## config.mk

```make
export PLATFORM = sky130hd
export DESIGN_NAME = doubling_arena_allocator_unit
export DESIGN_NICKNAME = d
export VERILOG_FILES = /design/src/hdl/dbaa_pkg.sv /design/src/hdl/dbaa_cell.sv /design/src/hdl/doubling_arena_allocator_unit.sv
export SDC_FILE = /design/constraint.sdc
export NUM_CORES = 2
export LEC_CHECK = 0
export BUFFER_PORTS_ARGS = -buffer_cell sky130_fd_sc_hd__buf_4
export CORE_MARGIN = 1.5
export CORE_UTILIZATION = 30
export CTS_BUF_LIST = sky130_fd_sc_hd__clkbuf_2 sky130_fd_sc_hd__clkbuf_4 sky130_fd_sc_hd__clkbuf_8
export CTS_CLUSTER_DIAMETER = 50
export DETAILED_ROUTE_END_ITERATION = 16
export SLEW_MARGIN = 10
export SYNTH_ARGS = -nofsm -noshare
export SYNTH_HDL_FRONTEND = slang
export SYNTH_SLANG_ARGS = --single-unit
```

## constraint.sdc

```tcl
create_clock -name i_clk -period 8.1 [get_ports i_clk]
set_input_delay 0 -clock i_clk [delete_from_list [all_inputs] [get_ports i_clk]]
set_output_delay 0 -clock i_clk [all_outputs]
set_load 0.05 [all_outputs]
```

## src/hdl/dbaa_pkg.sv

```systemverilog
// Shared types and constants for the doubling arena allocator.
// No dependencies; every other file in hdl/ imports this package.
`default_nettype none

package dbaa_pkg;

    localparam int NUM_REGIONS = 16;

    localparam int BASE_W   = 17;
    localparam int AMOUNT_W = 32;
    localparam int FILL_W   = 32;
    localparam int REGION_W = 4;
    localparam int OFFSET_W = 31;
    localparam int COUNT_W  = 5;

    localparam logic [BASE_W-1:0] BASE_RESET = BASE_W'(256);

    localparam logic CMD_ALLOC = 1'b0;
    localparam logic CMD_FREE  = 1'b1;

    typedef struct packed {
        logic                cmd;
        logic [AMOUNT_W-1:0] amount;
    } t_req;

    typedef struct packed {
        logic                granted;
        logic [REGION_W-1:0] region_index;
        logic [OFFSET_W-1:0] block_offset;
        logic [COUNT_W-1:0]  regions_open;
    } t_rsp;

    // controller -> cell
    typedef struct packed {
        logic clear;   // free all: drop the fill
        logic open;    // region opens now: fill restarts at zero
        logic inject;  // scan starts at this cell
    } t_cell_ctl;

    // cell -> controller / lower neighbor
    typedef struct packed {
        logic              pass;  // token moves to the next lower cell
        logic              hit;   // this cell grants the block
        logic              stop;  // capacity below amount: scan ends
        logic [FILL_W-1:0] fill;
    } t_cell_sts;

    typedef enum logic {
        ST_IDLE,
        ST_SCAN
    } t_state;

endpackage

`default_nettype wire

```

## src/hdl/dbaa_cell.sv

```systemverilog
// One region cell of the allocator chain: holds the fill of one region.
// Depends on dbaa_pkg.
`default_nettype none

module dbaa_cell import dbaa_pkg::*; (
    input  wire logic                i_clk,
    input  wire logic                i_rst_n,
    input  wire logic [REGION_W-1:0] i_idx,
    input  wire logic [BASE_W-1:0]   i_base_size,
    input  wire logic [AMOUNT_W-1:0] i_amount,
    input  wire t_cell_ctl           i_ctl,
    input  wire logic                i_tok,
    output t_cell_sts                o_sts
);

    logic              r_tok;
    logic              n_tok;
    logic [FILL_W-1:0] r_fill;
    logic [FILL_W-1:0] n_fill;
    logic [FILL_W-1:0] cap;
    logic              cap_ok;
    logic              room_ok;

    // capacity of region idx: base shifted left by idx, always fits 32 bits
    assign cap     = FILL_W'(i_base_size) << i_idx;
    assign cap_ok  = cap >= i_amount;
    assign room_ok = (r_fill <= cap) && ((cap - r_fill) >= i_amount);

    always_comb begin
        o_sts.pass = r_tok && cap_ok && !room_ok;
        o_sts.hit  = r_tok && cap_ok && room_ok;
        o_sts.stop = r_tok && !cap_ok;
        o_sts.fill = r_fill;

        n_tok  = i_ctl.inject || i_tok;
        n_fill = r_fill;
        if (i_ctl.clear || i_ctl.open) begin
            n_fill = '0;
        end else if (o_sts.hit) begin
            n_fill = r_fill + i_amount;
        end
    end

    always_ff @(posedge i_clk) begin
        if (!i_rst_n) begin
            r_tok  <= 1'b0;
            r_fill <= '0;
        end else begin
            r_tok  <= n_tok;
            r_fill <= n_fill;
        end
    end

endmodule

`default_nettype wire

```

## src/hdl/doubling_arena_allocator_unit.sv

```systemverilog
// Top level of the doubling arena allocator: controller plus the row of
// region cells. Depends on dbaa_pkg and dbaa_cell.
//
// Usage:
//   Command channel: drive i_req (cmd, amount) with start high; the beat is
//   taken at a clock edge where start is high and busy is low.
//   Result channel: o_valid pulses for exactly one cycle with o_rsp; the
//   receiver cannot stall, so it must take the beat in that cycle.
//   Configuration: i_cfg_we writes i_cfg_data into base_size at the next
//   edge; write it only while busy is low and no result is pending.
//
// Timing:
//   Free all: the result shows in the cycle after the accept.
//   Allocate: a search token walks down the cell row from the newest open
//   region, one cell per cycle, until a cell grants, finds its capacity
//   below the amount or passes cell 0. A miss opens the next region, which
//   the token enters in the next cycle; once all regions are open, a miss
//   gives a failed result. busy falls in the cycle the result shows, so the
//   next command may be taken in that same cycle.
//
// Reset: all regions closed, all fills zero, base_size back to 256.
`default_nettype none

module doubling_arena_allocator_unit import dbaa_pkg::*; (
    input  wire logic              i_clk,
    input  wire logic              i_rst_n,
    input  wire logic              start,
    output logic                   busy,
    input  wire t_req              i_req,
    output logic                   o_valid,
    output t_rsp                   o_rsp,
    input  wire logic              i_cfg_we,
    input  wire logic [BASE_W-1:0] i_cfg_data
);

    t_state               r_state;
    t_state               n_state;
    logic [COUNT_W-1:0]   r_open_count;
    logic [COUNT_W-1:0]   n_open_count;
    logic [AMOUNT_W-1:0]  r_amount;
    logic [AMOUNT_W-1:0]  n_amount;
    logic [BASE_W-1:0]    r_base_size;
    logic                 r_valid;
    logic                 n_valid;
    t_rsp                 r_rsp;
    t_rsp                 n_rsp;

    t_cell_ctl            cell_ctl [NUM_REGIONS];
    t_cell_sts            cell_sts [NUM_REGIONS];
    logic [NUM_REGIONS-1:0] tok_in;
    logic [NUM_REGIONS-1:0] hit_vec;
    logic [NUM_REGIONS-1:0] stop_vec;
    logic [NUM_REGIONS-1:0] pass_vec;

    logic                 accept;
    logic                 clear_all;
    logic                 open_en;
    logic                 inject_en;
    logic [REGION_W-1:0]  open_pos;
    logic [REGION_W-1:0]  inject_pos;
    logic                 any_hit;
    logic                 scan_end;
    logic [REGION_W-1:0]  hit_idx;
    logic [FILL_W-1:0]    hit_fill;

    assign accept  = start && !busy;
    assign busy    = (r_state != ST_IDLE);
    assign o_valid = r_valid;
    assign o_rsp   = r_rsp;

    // Cell row: the token hands down from cell k+1 to cell k each cycle.
    genvar g;
    generate
        for (g = 0; g < NUM_REGIONS; g++) begin : g_cell
            if (g == NUM_REGIONS - 1) begin : g_top
                assign tok_in[g] = 1'b0;
            end else begin : g_mid
                assign tok_in[g] = cell_sts[g+1].pass;
            end

            assign cell_ctl[g].clear  = clear_all;
            assign cell_ctl[g].open   = open_en && (open_pos == REGION_W'(g));
            assign cell_ctl[g].inject = inject_en && (inject_pos == REGION_W'(g));

            assign hit_vec[g]  = cell_sts[g].hit;
            assign stop_vec[g] = cell_sts[g].stop;
            assign pass_vec[g] = cell_sts[g].pass;

            dbaa_cell u_cell (
                .i_clk       (i_clk),
                .i_rst_n     (i_rst_n),
                .i_idx       (REGION_W'(g)),
                .i_base_size (r_base_size),
                .i_amount    (r_amount),
                .i_ctl       (cell_ctl[g]),
                .i_tok       (tok_in[g]),
                .o_sts       (cell_sts[g])
            );
        end
    endgenerate

    // Only one cell holds the token, so an OR over masked cells selects it.
    always_comb begin
        hit_idx  = '0;
        hit_fill = '0;
        for (int k = 0; k < NUM_REGIONS; k++) begin
            if (hit_vec[k]) begin
                hit_idx  = hit_idx | REGION_W'(k);
                hit_fill = hit_fill | cell_sts[k].fill;
            end
        end
    end

    assign any_hit  = |hit_vec;
    // token fell off cell 0 or met a region too small: nothing open fits
    assign scan_end = (|stop_vec) || pass_vec[0];

    always_comb begin
        n_state      = r_state;
        n_open_count = r_open_count;
        n_amount     = r_amount;
        n_valid      = 1'b0;
        n_rsp        = r_rsp;
        clear_all    = 1'b0;
        open_en      = 1'b0;
        inject_en    = 1'b0;
        open_pos     = r_open_count[REGION_W-1:0];
        inject_pos   = r_open_count[REGION_W-1:0];

        case (r_state)
            ST_IDLE: begin
                if (accept) begin
                    if (i_req.cmd == CMD_FREE) begin
                        // drop every region and report at once
                        clear_all          = 1'b1;
                        n_open_count       = '0;
                        n_valid            = 1'b1;
                        n_rsp.granted      = 1'b0;
                        n_rsp.region_index = '0;
                        n_rsp.block_offset = '0;
                        n_rsp.regions_open = '0;
                    end else begin
                        n_amount = i_req.amount;
                        n_state  = ST_SCAN;
                        if (r_open_count == '0) begin
                            // nothing open: open region 0 and start there
                            open_en      = 1'b1;
                            inject_en    = 1'b1;
                            n_open_count = r_open_count + COUNT_W'(1);
                        end else begin
                            // start at the newest open region
                            inject_en  = 1'b1;
                            inject_pos = REGION_W'(r_open_count - COUNT_W'(1));
                        end
                    end
                end
            end

            ST_SCAN: begin
                if (any_hit) begin
                    n_state            = ST_IDLE;
                    n_valid            = 1'b1;
                    n_rsp.granted      = 1'b1;
                    n_rsp.region_index = hit_idx;
                    n_rsp.block_offset = hit_fill[OFFSET_W-1:0];
                    n_rsp.regions_open = r_open_count;
                end else if (scan_end) begin
                    if (r_open_count < COUNT_W'(NUM_REGIONS)) begin
                        // open the next region and try it right away
                        open_en      = 1'b1;
                        inject_en    = 1'b1;
                        n_open_count = r_open_count + COUNT_W'(1);
                    end else begin
                        n_state            = ST_IDLE;
                        n_valid            = 1'b1;
                        n_rsp.granted      = 1'b0;
                        n_rsp.region_index = '0;
                        n_rsp.block_offset = '0;
                        n_rsp.regions_open = r_open_count;
                    end
                end
            end

            default: begin
                n_state = ST_IDLE;
            end
        endcase
    end

    always_ff @(posedge i_clk) begin
        if (!i_rst_n) begin
            r_state      <= ST_IDLE;
            r_open_count <= '0;
            r_valid      <= 1'b0;
            r_base_size  <= BASE_RESET;
        end else begin
            r_state      <= n_state;
            r_open_count <= n_open_count;
            r_valid      <= n_valid;
            if (i_cfg_we) begin
                r_base_size <= i_cfg_data;
            end
        end
    end

    // payload: no reset needed
    always_ff @(posedge i_clk) begin
        r_amount <= n_amount;
        r_rsp    <= n_rsp;
    end

    // at most one cell acts on the token in any cycle
    a_single_token: assert property (@(posedge i_clk) disable iff (!i_rst_n)
        $onehot0({hit_vec, stop_vec, pass_vec}))
        else $error("more than one cell holds the search token");

    a_open_bound: assert property (@(posedge i_clk) disable iff (!i_rst_n)
        r_open_count <= COUNT_W'(NUM_REGIONS))
        else $error("open region count exceeds region total");

    a_grant_in_open: assert property (@(posedge i_clk) disable iff (!i_rst_n)
        o_valid && o_rsp.granted |->
            COUNT_W'(o_rsp.region_index) < o_rsp.regions_open)
        else $error("granted region is not open");

    a_fail_clean: assert property (@(posedge i_clk) disable iff (!i_rst_n)
        o_valid && !o_rsp.granted |->
            (o_rsp.region_index == '0) && (o_rsp.block_offset == '0))
        else $error("failed result carries region or offset");

    a_token_only_scan: assert property (@(posedge i_clk) disable iff (!i_rst_n)
        (r_state == ST_IDLE) |-> !(any_hit || scan_end))
        else $error("cell active while controller is idle");

endmodule

`default_nettype wire
```

* Word-level counts from Yosys, hierarchy flattened *
Cells that the tools add are included.

word-level totals
  flip-flop bits (word level) = 625
  latch bits = 0
  RAM bits = 0
  memory bits (read-only) = 0
  input port bits = 54
  output and inout port bits = 43
  word-level logic and storage cells = 450
  memories kept = 0

cells by class
  $add $sub $neg = 34
  multiply operators = 0
  divide/modulo/power cells = 0
  magnitude comparators = 49
  equal/unequal tests = 38
  shift-type cells = 0
  mux-type cells = 68
  bitwise logic cells = 18
  reduce and logical (&&, ||, !) cells = 202

operators with widths
  kind                                                              count
  32-bit >= comparator                                              17
  32-bit adder                                                      16
  31-bit 2-to-1 mux                                                 16
  31-bit bitwise OR                                                 15
  41-bit 2-to-1 mux                                                 5
  1-bit logical AND                                                 113
  41-bit one-hot mux with 2 select lines                            1
  4-bit == test (second input constant)                             16
  4-bit 2-to-1 mux                                                  12
  1-bit logical NOT                                                 33
  4-bit by 3-bit == test with 1-bit output (second input constant)  8
  17-bit by 32-bit >= comparator with 1-bit output                  1
  18-bit by 32-bit >= comparator with 1-bit output                  1
  19-bit by 32-bit >= comparator with 1-bit output                  1
  20-bit by 32-bit >= comparator with 1-bit output                  1
  21-bit by 32-bit >= comparator with 1-bit output                  1
  22-bit by 32-bit >= comparator with 1-bit output                  1
  23-bit by 32-bit >= comparator with 1-bit output                  1
  24-bit by 32-bit >= comparator with 1-bit output                  1
  25-bit by 32-bit >= comparator with 1-bit output                  1
  26-bit by 32-bit >= comparator with 1-bit output                  1
  27-bit by 32-bit >= comparator with 1-bit output                  1
  28-bit by 32-bit >= comparator with 1-bit output                  1
  29-bit by 32-bit >= comparator with 1-bit output                  1
  other kinds (58)                                                  144

* Depth between registers and ports, before layout *
  depth in word-level cells = 37
  gate-level depth with buffers = 31
  depth with buffers taken out = 29

* By module *
A second synthesis with hierarchy kept.

second synthesis, totals
  cell total of the unflattened synthesis = 15,969
  area total of the unflattened synthesis = 117,701.6 um^2

modules (own cells, without submodules)
  module                              times used  cells an instance  area an instance (um^2)  seq. area each (um^2)
  dbaa_cell at g_cell[11].u_cell ...  6           935                6,691.4                  660.6
  dbaa_cell at g_cell[0].u_cell ...   4           992                7,190.6                  660.6
  dbaa_cell at g_cell[8].u_cell ...   2           942                6,931.6                  660.6
  dbaa_cell at g_cell[6].u_cell       1           1,018              7,302.0                  660.6
  dbaa_cell at g_cell[15].u_cell      1           986                7,120.6                  660.6
  dbaa_cell at g_cell[7].u_cell       1           940                6,970.4                  660.6
  dbaa_cell at g_cell[12].u_cell      1           907                6,891.6                  660.6
  doubling_arena_allocator_unit       1           656                6,642.6                  2,672.6

* Least setup slack after synthesis *
OpenSTA, ideal clock, no wires.

  path type = register -> register
  start = register r_base_size[0]
  end = register r_rsp, in the netlist o_rsp[0], enable pin
  setup time = 402 ps
  arrival = 6,905 ps
  required time = 7,698 ps
  slack = 793 ps
  cell stages (with the launch flop) = 27
  path buffers = 0
  period minus slack after synthesis = 7,307 ps
  path through = dfxtp_1 > ha_1 > nor4b_1 > o21ai_0 > a21boi_0 > o21ai_0 > a21boi_0 > o21ai_0 > a21oi_1 > a211o_1 > o2111ai_1 > nor2b_1 > o21ai_0 > or4b_2 > xor2_1 > ha_1 > and4_1 > nand2_1 > a2111oi_0 > a21oi_1 > nor2_1 > nand3_1 > nor4b_1 > nand4_1 > or2_2 > a211o_1 > and2_1

on the way
  word-level cells in the longest chain between the ends = 8
  elaborated cells on any way between the ends = 152
  classes of those cells = add/sub (16); order compare (48); eq/ne (2); reduce/logical (86)

ends and longest elaborated chain
  what                                                                       line                                  text
  start, declared                                                            doubling_arena_allocator_unit.sv:42   logic [BASE_W-1:0] r_base_size;
  start signal, assigned                                                     doubling_arena_allocator_unit.sv:201  r_base_size <= i_cfg_data;
  parallel branches: the longest is 7 deep, another holds 32-bit subtractor  n/a
  4-bit AND reduction (no source line) *                                     n/a
  end signal, assigned                                                       doubling_arena_allocator_unit.sv:209  r_rsp <= n_rsp;
  end, declared                                                              doubling_arena_allocator_unit.sv:45   t_rsp r_rsp;

Mark *: on every way between the ends.
A chain may end at the register's enable or synchronous reset.

* Worst setup path in the final report *
  start = register r_base_size[1]
  end = register r_rsp, in the netlist o_rsp[27], data pin

on the way
  word-level cells in the longest chain between the ends = 37
  elaborated cells on any way between the ends = 146
  classes of those cells = add/sub (16); order compare (48); mux (18); bitwise (15); reduce/logical (49)

ends and longest elaborated chain
  what                                            line                                  text
  17-bit by 32-bit subtractor with 32-bit output  dbaa_cell.sv:27                       assign room_ok = (r_fill <= cap) && ((cap - r_fill) >= i_amount);
  32-bit >= comparator                            dbaa_cell.sv:27
  1-bit logical AND                               dbaa_cell.sv:27
  1-bit logical AND                               dbaa_cell.sv:31                       o_sts.hit = r_tok && cap_ok && room_ok;
  31-bit 2-to-1 mux                               doubling_arena_allocator_unit.sv:107  if (hit_vec[k]) begin
  31-bit bitwise OR                               doubling_arena_allocator_unit.sv:109  hit_fill = hit_fill | cell_sts[k].fill;
  31-bit 2-to-1 mux                               doubling_arena_allocator_unit.sv:107
  31-bit bitwise OR                               doubling_arena_allocator_unit.sv:109
  [21 not listed]                                 n/a
  31-bit bitwise OR                               doubling_arena_allocator_unit.sv:109
  31-bit 2-to-1 mux                               doubling_arena_allocator_unit.sv:107
  31-bit bitwise OR                               doubling_arena_allocator_unit.sv:109
  31-bit 2-to-1 mux                               doubling_arena_allocator_unit.sv:107
  31-bit bitwise OR                               doubling_arena_allocator_unit.sv:109
  31-bit 2-to-1 mux                               doubling_arena_allocator_unit.sv:107
  41-bit 2-to-1 mux *                             doubling_arena_allocator_unit.sv:160  if (any_hit) begin
  41-bit one-hot mux with 2 select lines *        doubling_arena_allocator_unit.sv:130  case (r_state)

Mark *: on every way between the ends. The rest lies on a longest branch, timed or not.

==> metrics.cfg <==
[outcome]
status = finished clean

[drt]
post_drt_via_cell_ratio = 5.83
initialDrtViolationCount = 9976
detailedRoute.firstPassIterationCount = 10
totalWireLength_um = 369000
ant_nets = 0
routed-via-count = 82995
routedWlPerCell_um = 25.9
drcViolationCount = 0

[setup_path]
worst-r2r-cell-count = 27
crit_path_frequent_cell = sky130_fd_sc_hd__a21oi_1
worstReg2RegStart = r_base_size[1]
crit_path_max_fanout = 24
critPathArrivalTime_ns = 8.70
worst_setup_path_start_kind = register
max_stage_delay_ns = 1.23
crit-reg2reg-capture = o_rsp[27]
timing.critical_path.required_ns = 8.83
critical_path.slowest_cell = sky130_fd_sc_hd__a222oi_1
timing.setup.critical_path_class = reg2reg
critPathCaptureType = register
rrSetupSlack_ns = 0.13

[min_path]
min_path_type = in2reg
hold-path-cell-count = 6
min_delay_endpoint = r_open_count[0]
hold_path_startpoint = i_req[32]

[floorplan]
initial_utilization = 0.302
top_level_ports = 97
die_width_um = 518
die_height_um = 518
dieArea_sq_mm = 0.268
number_of_standard_cell_rows_in_the_floorplan = 188
floorplan.core_area_sq_mm = 0.263

[global_route]
grt_max_degree = 81
first_global_vias = 74245
grt.overflow.total = 0
track_usage = 0.264
grt_antenna_before_repair = 46
wire_length_of_the_first_global_routing_pass_um = 522000

[yosys]
post_synth_design_cell_area_sq_mm = 0.0795
synth-edff-count = 73
avg_synthesized_cell_area_sq_um = 7.87
syn-instance-count = 10094
synth_top_flop_cell = sky130_fd_sc_hd__dfxtp_1
yosysSeqAreaShare = 0.167
synth_async_sr_flop_share = 0
post_synth_num_cell_types = 98
ys_seq_elements = 625
synthesis.nets = 11738
yosysWarningCount = 0

[timing]
min_setup_slack_post_route_ns = 0.130
finalSetupViolations = 0
timing.clock.skew_ns = 0.0808
drv_slew = 0
final.min_clock_period_ns = 7.97
grt_setup_unrepaired = false
slew_headroom = 0.0335
clock.fmax_ghz = 0.125
final_hold_violation_count = 0
timing.final.crit_share = 0.984
worst-slew-pin-transition_ns = 1.45

[clock_network]
clock_tree_from_tritoncts = done
cts_htree_levels = 4
clock_sink_count = 625
numCtsBuffers = 147
latest_clock_arrival_within_the_worst_skew_pair_ns = 1.01
cts_root_buf = sky130_fd_sc_hd__clkbuf_8
post-cts-setup-buffers = 0
worst_setup_hold_path_clk_slew_ns = 0.06
cts-root-to-sink-buffers = 3

[final_layout]
most_frequent_cells_in_the_layout = 1,572 x sky130_fd_sc_hd__ha_1, 1,148 x sky130_fd_sc_hd__nor2_1, 1,096 x sky130_fd_sc_hd__a21oi_1
area_delta_synth_final_pct = 14.9
finalInstanceArea_sq_mm = 0.0913
fillers = 27840
most_common_cell_after_layout_fill_and_taps_aside = sky130_fd_sc_hd__ha_1
design.final.nets = 12220
fin_cells = 14238
layout-drive-gt1-share = 0.0811

[power]
p_clk_frac = 0.396
leakage_nw = 41.5
intPower_mw = 7.26
irDropWorstVdd_uv = 157
power.density_cell_area_mw_per_mm2 = 126
sw_frac_of_total = 0.369
switchingPower_mw = 4.25
power_frac_seq = 0.286
power_frac_comb = 0.318

[placed_design]
portBuffers = 96
gp_congestion = 1.06
dpl_worst_slack_ns = -0.0450
placement_stage_cell_area_sq_mm = 0.0864
place.detailed.instances = 13804
hpwl_um = 275000

[flow_run]
max-cap-violations = 0

critical path: cells and delay by family (launching register included):
family	cells	cell delay [ns]
AOI/OAI and AO/OA	16	4.91
xor gates and xnor gates	1	0.12
and+or+nand+nor	5	0.77
adders and majority gates	2	0.58
DFF	1	0.63
buffers and inverters	3	0.67
cell type report:
class                   instances  area, sq um  share of cell area
multi-input cells            8707        63500               0.695
flip-flops and latches        625        13300               0.146
repair buffers                540         4550              0.0499
well taps                    3515         4400              0.0482
clock buffers                 203         2560              0.0281
inverters                     555         2080              0.0228
clock inverters                66          865             0.00947
diodes                         27         67.6            0.000740
power by group through the flow:
stage | sequential, mW | clock (mW) | combinational, mW
2_1_floorplan | 3.35 | 0 | 2.35
6_report | 3.29 | 4.56 | 3.66
3_5_place_dp | 3.35 | 0 | 3.48
4_1_cts | 3.28 | 4.58 | 3.56
3_3_place_gp | 3.35 | 0 | 3.47
5_1_grt | 3.28 | 4.72 | 3.99
cells in the mapped netlist, drive strengths merged, types with 118 or more instances:
master | number | share of area
mux2i | 141 | 0.018
o21ai | 421 | 0.027
o21a | 127 | 0.012
nand2b | 139 | 0.011
a211oi | 166 | 0.016
a21oi | 1098 | 0.069
nand3 | 220 | 0.014
nor2 | 1150 | 0.054
dfxtp | 552 | 0.14
nor3 | 199 | 0.013
xor2 | 231 | 0.025
clkbuf | 140 | 0.0066
ha | 1572 | 0.25
a21o | 444 | 0.042
xnor2 | 589 | 0.065
nor2b | 118 | 0.0093
inv | 553 | 0.026
nand2 | 622 | 0.029
a31oi | 127 | 0.010
nand4 | 124 | 0.0098
cell families (layout without fill, tap and decap cells):
| group | Yosys count | after routing | synth area share |
|---|---|---|---|
| compound gates | 3079 | 3079 | 0.251 |
| xor+xnor | 820 | 820 | 0.0904 |
| fa+ha+maj | 1590 | 1590 | 0.252 |
| buf+inv | 762 | 1364 | 0.0371 |
| flops | 625 | 625 | 0.167 |
| mux | 149 | 149 | 0.0189 |
| other cells | 0 | 27 | 0 |
| simple gates | 3069 | 3069 | 0.185 |
sequential cells by signal (all words and copies together), names as in the netlist:
name,count
g_cell.u_cell.r_fill,512
busy,1
o_rsp,41
o_valid,1
r_open_count,5
r_amount,32
r_base_size,17
g_cell.u_cell.r_tok,16
how the worst max path moves through the flow:
stage	from	to	slack, ns	depth (start not counted)
after floorplan	r_base_size[0]	o_rsp[0]	0.79	26
after global placement	r_base_size[0]	o_rsp[21]	-0.06	30
after detailed placement	r_base_size[0]	o_rsp[21]	-0.04	30
after CTS	r_base_size[0]	o_rsp[21]	0.07	30
after global routing	r_base_size[1]	o_rsp[27]	0.002	27
final	r_base_size[1]	o_rsp[27]	0.13	27
stage by stage:
step	total power, mW	util	hold WS [ns]	setup TNS [ns]
after floorplan	5.70	-	0.0989	0
after global placement	6.82	0.329	0.178	-0.0586
after detailed placement	6.82	0.329	0.179	-0.0450
after CTS	11.4	0.347	0.0838	0
after global routing	12.0	0.347	0.179	0
final	11.5	0.347	0.138	0
routing by layer:
metal | up-vias | routed length (um) | global-route usage
met5 | - | 143 | 0
met4 | 22 | 26200 | 0.162
met3 | 1018 | 44600 | 0.0684
met2 | 4441 | 148000 | 0.383
met1 | 39028 | 150000 | 0.346
li1 | 38486 | - | -
repair_timing:
| action | in CTS | in global routing |
|---|---|---|
| endpoints found under the hold margin | 109 | 0 |
| resized for setup | 1 | 12 |
| pin swaps | 0 | 1 |
| endpoints found under the setup margin | 1 | 463 |
| hold buffers | 138 | 0 |
Power figures use the tool's default switching activity.
